==> src/rtl/kti_pkg.sv <==
// shared types and constants of the keyframe track interpolator
package kti_pkg;

  localparam int DEF_MAX_KEYS  = 64;
  localparam int DEF_FRAC_BITS = 16;

  // command codes
  localparam logic [1:0] CMD_ADD   = 2'd0;
  localparam logic [1:0] CMD_CLEAR = 2'd1;
  localparam logic [1:0] CMD_EVAL  = 2'd2;

  // interpolation modes
  localparam logic [1:0] MODE_STEP   = 2'd0;
  localparam logic [1:0] MODE_LINEAR = 2'd1;
  localparam logic [1:0] MODE_SMOOTH = 2'd2;

  // status codes
  localparam logic [1:0] ST_OK    = 2'd0;
  localparam logic [1:0] ST_FULL  = 2'd1;
  localparam logic [1:0] ST_EMPTY = 2'd2;

  // register indexes
  localparam logic REG_MODE  = 1'b0;
  localparam logic REG_COUNT = 1'b1;

  // one queued command
  typedef struct packed {
    logic [1:0]         cmd;
    logic               is_add;
    logic               is_clear;
    logic               is_eval;
    logic signed [31:0] stime;
    logic [127:0]       vals;
  } kti_item_t;

  // one result
  typedef struct packed {
    logic signed [31:0] x;
    logic signed [31:0] y;
    logic signed [31:0] z;
    logic signed [31:0] w;
    logic [5:0]         prev_index;
    logic [5:0]         next_index;
    logic               found;
    logic [1:0]         status;
    logic [6:0]         key_count;
    logic signed [31:0] duration;
  } kti_result_t;

  // configuration seen by the back end
  typedef struct packed {
    logic [1:0] mode;
    logic       four_comp;
  } kti_cfg_t;

endpackage

==> src/rtl/kti_front.sv <==
// command front end: accepts and classifies commands into a two-entry queue
module kti_front (
  input  logic               clk,
  input  logic               rst_n,
  input  logic               start,
  output logic               busy,
  input  logic [1:0]         in_command,
  input  logic signed [31:0] in_sample_time,
  input  logic signed [31:0] in_value_x,
  input  logic signed [31:0] in_value_y,
  input  logic signed [31:0] in_value_z,
  input  logic signed [31:0] in_value_w,
  input  logic               pop,
  output logic               q_valid,
  output kti_pkg::kti_item_t q_item
);
  import kti_pkg::*;

  kti_item_t  ent_r [2];
  logic       wptr_r, wptr_nxt;
  logic       rptr_r, rptr_nxt;
  logic [1:0] cnt_r, cnt_nxt;
  logic       push;
  logic       do_pop;
  kti_item_t  cls;

  // classify the incoming command
  always_comb begin
    cls.cmd      = in_command;
    cls.is_add   = (in_command == CMD_ADD);
    cls.is_clear = (in_command == CMD_CLEAR);
    cls.is_eval  = (in_command == CMD_EVAL);
    cls.stime    = in_sample_time;
    cls.vals     = {in_value_w, in_value_z, in_value_y, in_value_x};
  end

  assign busy    = (cnt_r == 2'd2);
  assign push    = start && !busy;
  assign q_valid = (cnt_r != 2'd0);
  assign do_pop  = pop && q_valid;
  assign q_item  = ent_r[rptr_r];

  // queue pointers
  always_comb begin
    wptr_nxt = push ? ~wptr_r : wptr_r;
    rptr_nxt = do_pop ? ~rptr_r : rptr_r;
    cnt_nxt  = cnt_r + {1'b0, push} - {1'b0, do_pop};
  end

  always_ff @(posedge clk) begin
    if (!rst_n) begin
      wptr_r <= 1'b0;
      rptr_r <= 1'b0;
      cnt_r  <= 2'd0;
    end else begin
      wptr_r <= wptr_nxt;
      rptr_r <= rptr_nxt;
      cnt_r  <= cnt_nxt;
    end
  end

  // queue storage
  always_ff @(posedge clk) begin
    if (push) begin
      ent_r[wptr_r] <= cls;
    end
  end

endmodule

==> config.mk <==
export PLATFORM = sky130hd
export DESIGN_NAME = kti_front
export DESIGN_NICKNAME = d
export VERILOG_FILES = /design/src/rtl/kti_pkg.sv /design/src/rtl/kti_front.sv
export SDC_FILE = /design/constraint.sdc
export NUM_CORES = 1
export LEC_CHECK = 0
export BUFFER_PORTS_ARGS = -buffer_cell sky130_fd_sc_hd__buf_4
export CAP_MARGIN = 30
export CORE_ASPECT_RATIO = 1.25
export CORE_MARGIN = 2
export CORE_UTILIZATION = 25
export DETAILED_ROUTE_END_ITERATION = 8
export SETUP_SLACK_MARGIN = 0.3
export SLEW_MARGIN = 0
export SYNTH_ARGS = -nofsm -noshare
export SYNTH_HDL_FRONTEND = slang
export SYNTH_SLANG_ARGS = --single-unit
==> constraint.sdc <==
create_clock -name clk -period 33.8 [get_ports clk]
set_input_delay 10.14 -clock clk [delete_from_list [all_inputs] [get_ports clk]]
set_output_delay 10.14 -clock clk [all_outputs]
set_load 0.03 [all_outputs]
==> impl_results.md, run 1 <==
- Largest net degree at the start of global routing: 72
- Post-synth top area share: 0.8111
- First-pass GRT wire length: 40,060 um
- Synth top area cells: edfxtp_1 (81%), mux2_2 (15%), buf_6 (1.6%)
- Post-synth top area cell: edfxtp_1
- Final slew viol count: 0
- Drt drc: 0
- Post-Synth Adder-Cell Area: 0.002048
- CP endpoint kind: output port
- ANT nets after route: 0
- DP HPWL: 18,460 um
- Most Crowded Layer GR: met2
- Clock Pin Slew Worst Setup and Hold Paths: 60 ps
- Final Cycle Share: 0.3784
- Drt via density: 3.976
- Syn_nets: 711
- Quantity of gates resized following cts: 0
- Die Height: 251.2 um
- M1 GR Usage: 0.1105
- Layout net count: 1,072
- Post-CTS setup buffer count: 0
- # setup viols final: 0
- Grt met2 use: 0.1853
- Peak VDD IR: 0.04657 mV
- Syn Inst Count: 543
- H-Tree Depth: 2
- Main combinational cell family by area after synthesis: multiplexers
- Syn avg cell area: 22.50 sq um
- Critical path startpoint category: register
- Vias in the first global route: 6,670
- Post-synth top cells: edfxtp_1 (330), mux2_2 (165), buf_6 (17)
- Post-synthesis compound-gate area fraction: 0.0006145
- CP Class: register to output port
- Synth unique cells: 19
- Syn. warnings: 0
- Max Cap Viol: 0
- Hold crit path type: register to register
- Area Overhead vs Synth: 35.77%
- Initial core utilization: 0.2529
- Status: complete, no violations
- Min-delay src: wptr_r
- Post-synthesis mux area share: 0.1529
- Final core occ: 0.3434
- Row cnt: 90
- Initial DRC Count: 220
- Simple-Gate Fraction of Synth Area: 0.006657
- Clk buf depth: 3
- Minimum clock period: 12,790 ps
- Worst-path fanout max: 58
- Gpl congestion: 0.7548
- Die ar.: 0.05066 sq mm
- Arrival time worst endpoint: 2650 ps
- Post-synth ARST share: 0
- XOR/XNOR Fraction of Synth Area: 0.001434
- TritonCTS buffer count: 35
- Initial DRT Pass Iterations: 4
- Top FF cell, synth: edfxtp_1
- Cell area after layout: 0.01659 sq mm
- Reg2reg start: cnt_r[0]
- Ports: 333
- Unrepaired setup endpoints after global routing: false
- Share of cells above drive strength 1: 0.6056
- Avg WL per Cell: 17.43 um
- Mapped cell area: 0.01222 sq mm
- CTS tree: built
- Grt met3 use: 0.03967
- Placed inst area: 0.01543 sq mm
- Core area: 0.04831 sq mm
- Relative slew slack: 0.4314
- Setup TNS Final: 0 ps
- Sequential fraction of the synthesis area: 0.8193
- Worst-margin pin slew: 852.9 ps
- Post-synth EDFFs: 330
- Pwr per Cell Area: 84.22 mW/mm^2
- #FFs+latches synth: 335
- GRT overflow: 0
- Root Driver: clkbuf_16
- Clock Sinks: 335
- # port buffers: 332
- Via Count: 6,259
- Count leader, synth: edfxtp_1
- Clock Skews: 21.94 ps
- Leak pwr: 6.030 nW
- Die W: 201.7 um
- Fmax: 0.07819 GHz
- Antenna violations before repair: 4
- Post-Route WL: 27,430 um
- Worst EP required: 23,660 ps
- Clk_lat worst skew: 530 ps
- CTS Hold Buffers Added: 0
- Final hold viol count: 0
- GRT Total Usage: 0.1055
- Worst R2R Setup Slack: 31,380 ps
[through the flow]
step	std cells	hold WS, ps	worst slack, ps	power (W)
after floorplan	543	454.9	16030	0.0008825
after global placement	1508	495.3	21460	0.001028
after detailed placement	1510	514.9	21450	0.001035
after CTS	1571	526.9	20840	0.001421
after global routing	1573	548.1	20820	0.001459
final	1574	528.9	21010	0.001397
[final timing paths]
kind                  endpoint  depth (start not counted)
setup reg to reg  ent_r[0][13]                          5
setup / recovery     q_item[7]                          3
hold / removal          wptr_r                          2
hold reg to reg         wptr_r                          2
[where the power goes]
part / internal (W) / switching [W] / leakage, nW / total [W]
clock: 0.000222 / 0.000155 / 0.544 / 0.000377
sequential: 0.000536 / 0.0000213 / 3.13 / 0.000557
combinational: 0.000185 / 0.000279 / 2.36 / 0.000463
[cell type report]
| class | instances | area (sq um) |
|---|---|---|
| antenna | 2 | 5.005 |
| clock buffer | 41 | 940.9 |
| clock inverter | 20 | 178.9 |
| fill | 4589 | 31720 |
| inverter | 3 | 11.26 |
| multi-input combinational | 187 | 2012 |
| sequential | 335 | 10010 |
| tap | 644 | 805.8 |
| timing repair buffer | 342 | 2620 |
[per-layer routing]
layer / up-vias / routed length, um
met2: 212 / 14220
met4: 6 / 1112
li1: 2885 / -
met5: - / 39
met1: 3090 / 9811
met3: 66 / 2245
[registers in the layout, indices dropped and copies added, names as in the netlist, named ones only]
| name | flops |
|---|---|
| cnt_r | 2 |
| ent_r | 330 |
| rptr_r | 1 |
| wptr_r | 1 |
[cells in the final DEF, fill, tap and decap left out]
cell,n
buf_4,339
nor2_1,4
or2_2,1
bufinv_16,3
mux2i_1,1
buf_12,1
clkinvlp_4,3
o21a_1,1
clkbuf_16,37
dfxtp_4,1
nor3_1,1
and2_1,2
and3_4,1
xnor2_1,1
diode_2,2
edfxtp_1,330
inv_1,3
buf_16,2
clkinv_4,1
nand2_1,2
clkinv_1,6
nand2b_1,2
ha_1,2
clkinv_2,7
dfxtp_1,4
xor2_1,1
nor2_4,1
clkbuf_1,4
nor2b_1,2
mux2_2,165
[cells by family (layout without fill, tap and decap cells)]
logic type / Yosys count / in the layout
xor+xnor: 2 / 2
simple gates: 16 / 16
fa+ha+maj: 2 / 2
mux: 166 / 166
buf+inv: 21 / 406
compound gates: 1 / 1
other cells: 0 / 2
flops: 335 / 335
[worst max-delay path, cell delays in order (launching register included)]
cell     delay [ps]
dfxtp_4         680
buf_4           760
mux2_2          470
buf_4           180
No activity file was read; power rests on OpenSTA's default activity.
==> inputs of run 2 (changes only) <==
Clock period 33.8 ns to 11.4 ns, I/O delays scaled along.
==> run 2 against run 1 <==
- sequential cell count did not move
- register-to-register slack got worse by 22000 ps
- hold slack got worse by 13 ps
- clock power rose to 2.9 times the previous value
- via count fell by 0.22%
- count of clock-buffer cells in the layout rose by 4
- sequential share of layout area barely moved
- clock skew fell by 0.61 ps
- largest power group unchanged
- highest routed layer unchanged
==> impl_results.md, run 2 (synthesis gave the netlist of run 1 again) <==
- Gpl congestion: 0.7570
- Vias in the first global route: 6,616
- Via Count: 6,245
- Fmax: 0.1646 GHz
- Post-Route WL: 27,180 um
- CP endpoint kind: output port
- P_int: 0.002796 W
- Relative slew slack: 0.4300
- Worst Setup EP: q_item[144]
- GRT overflow: 0
- Drt via density: 3.970
- Worst-margin pin slew: 855.0 ps
- First-pass GRT wire length: 39,400 um
- Row cnt: 90
- CTS tree: built
- Worst EP required: 7980 ps
- R2R depth: 5
- Most frequent cells in the layout: buf_4 (339), edfxtp_1 (330), mux2_2 (165), clkbuf_16 (37), clkbuf_1 (8)
- Critical path startpoint category: register
- Avg WL per Cell: 17.28 um
- Final hold viol count: 0
- Status: complete, no violations
- # port buffers: 332
- Clk buf depth: 3
- Minimum clock period: 6075 ps
- Root Driver: clkbuf_16
- Initial DRT Pass Iterations: 5
- Clock Skews: 21.33 ps
- Initial DRC Count: 285
- Worst-path fanout max: 58
- Most common cell after layout, fill and taps aside: buf_4
- Top Registers: ent_r: 330 flops, cnt_r: 2 flops
- Initial core utilization: 0.2529
- Sw Ratio: 0.3245
- Clock Pin Slew Worst Setup and Hold Paths: 60 ps
- Unrepaired setup endpoints after global routing: false
- Pwr per Cell Area: 249.7 mW/mm^2
- Final Cycle Share: 0.5329
- Layout net count: 1,072
- Drt drc: 0
- Area Overhead vs Synth: 35.71%
- Antenna violations before repair: 4
- Die ar.: 0.05066 sq mm
- H-Tree Depth: 2
- Core area: 0.04831 sq mm
- Hold crit path type: register to register
- Die Height: 251.2 um
- CTS Hold Buffers Added: 0
- Setup TNS Final: 0 ps
- GRT Total Usage: 0.1044
- Seq pwr share: 0.399
- DP HPWL: 18,150 um
- Largest register FFs: 330
- Peak VDD IR: 0.1842 mV
- Biggest register: ent_r
- Clock power frac: 0.269
- Largest net degree at the start of global routing: 72
- ANT nets after route: 0
- CP Class: register to output port
- Post-CTS setup buffer count: 0
- # setup viols final: 0
- Die W: 201.7 um
- Arrival time worst endpoint: 2660 ps
- Comb power frac: 0.332
- Hold_ws: 516.2 ps
- Clk_lat worst skew: 530 ps
- Max Cap Viol: 0
- Final slew viol count: 0
- Ports: 333
- Worst R2R Setup Slack: 8970 ps
- Clock Sinks: 335
- Share of cells above drive strength 1: 0.6013
- TritonCTS buffer count: 35
- Leak pwr: 6.031 nW
- Reg2reg start: cnt_r[0]
- Quantity of gates resized following cts: 0
- Crit Reg-Reg Endpoint: ent_r[0][89]
- Psw: 0.001343 W
[run 2: worst min path at each step]
stage,from,end,slack [ps],cells past startpoint
2_1_floorplan,wptr_r,wptr_r,450,2
3_3_place_gp,rptr_r,rptr_r,500,2
3_5_place_dp,rptr_r,rptr_r,500,2
4_1_cts,rptr_r,rptr_r,520,2
5_1_grt,wptr_r,wptr_r,550,2
6_report,rptr_r,rptr_r,520,2
[run 2: worst max-delay path: stages (launching register included)]
cell	delay (ps)
dfxtp_4	690
buf_4	750
mux2_2	470
buf_4	180
[run 2: area by class of cell]
type	instances	area, sq um
tap	644	805.8
antenna	1	2.502
inverter	3	11.26
sequential	335	10010
fill	4599	31730
multi-input combinational	187	2012
clock inverter	16	158.9
timing repair buffer	342	2620
clock buffer	45	955.9
[run 2: metrics by stage]
step / power (W) / util / instances / setup WS, ps / area [sq um]
CTS: 0.004211 / 0.3426 / 1571 / 5136 / 16550
finish: 0.004140 / 0.3432 / 1573 / 5325 / 16580
detailed placement: 0.003067 / 0.3195 / 1510 / 5747 / 15430
global route: 0.004325 / 0.3432 / 1573 / 5152 / 16580
global placement: 0.003048 / 0.3185 / 1508 / 5768 / 15390
floorplan: 0.002617 / - / 543 / 347.5 / 12220
[run 2: routing by layer]
metal | global-route usage | part of all wire | up-vias
li1 | - | - | 2885
met1 | 0.1097 | 0.37 | 3063
met2 | 0.1759 | 0.50 | 227
met3 | 0.04382 | 0.084 | 64
met4 | 0.05945 | 0.045 | 6
met5 | 0 | 0.0013 | -
[run 2: power by group through the flow]
stage / registers, W / logic, W / clock network, W
6_report: 0.00165 / 0.00138 / 0.00111
4_1_cts: 0.00165 / 0.00139 / 0.00116
2_1_floorplan: 0.00169 / 0.000926 / 0
3_5_place_dp: 0.00168 / 0.00139 / 0
3_3_place_gp: 0.00167 / 0.00137 / 0
5_1_grt: 0.00167 / 0.00145 / 0.00121
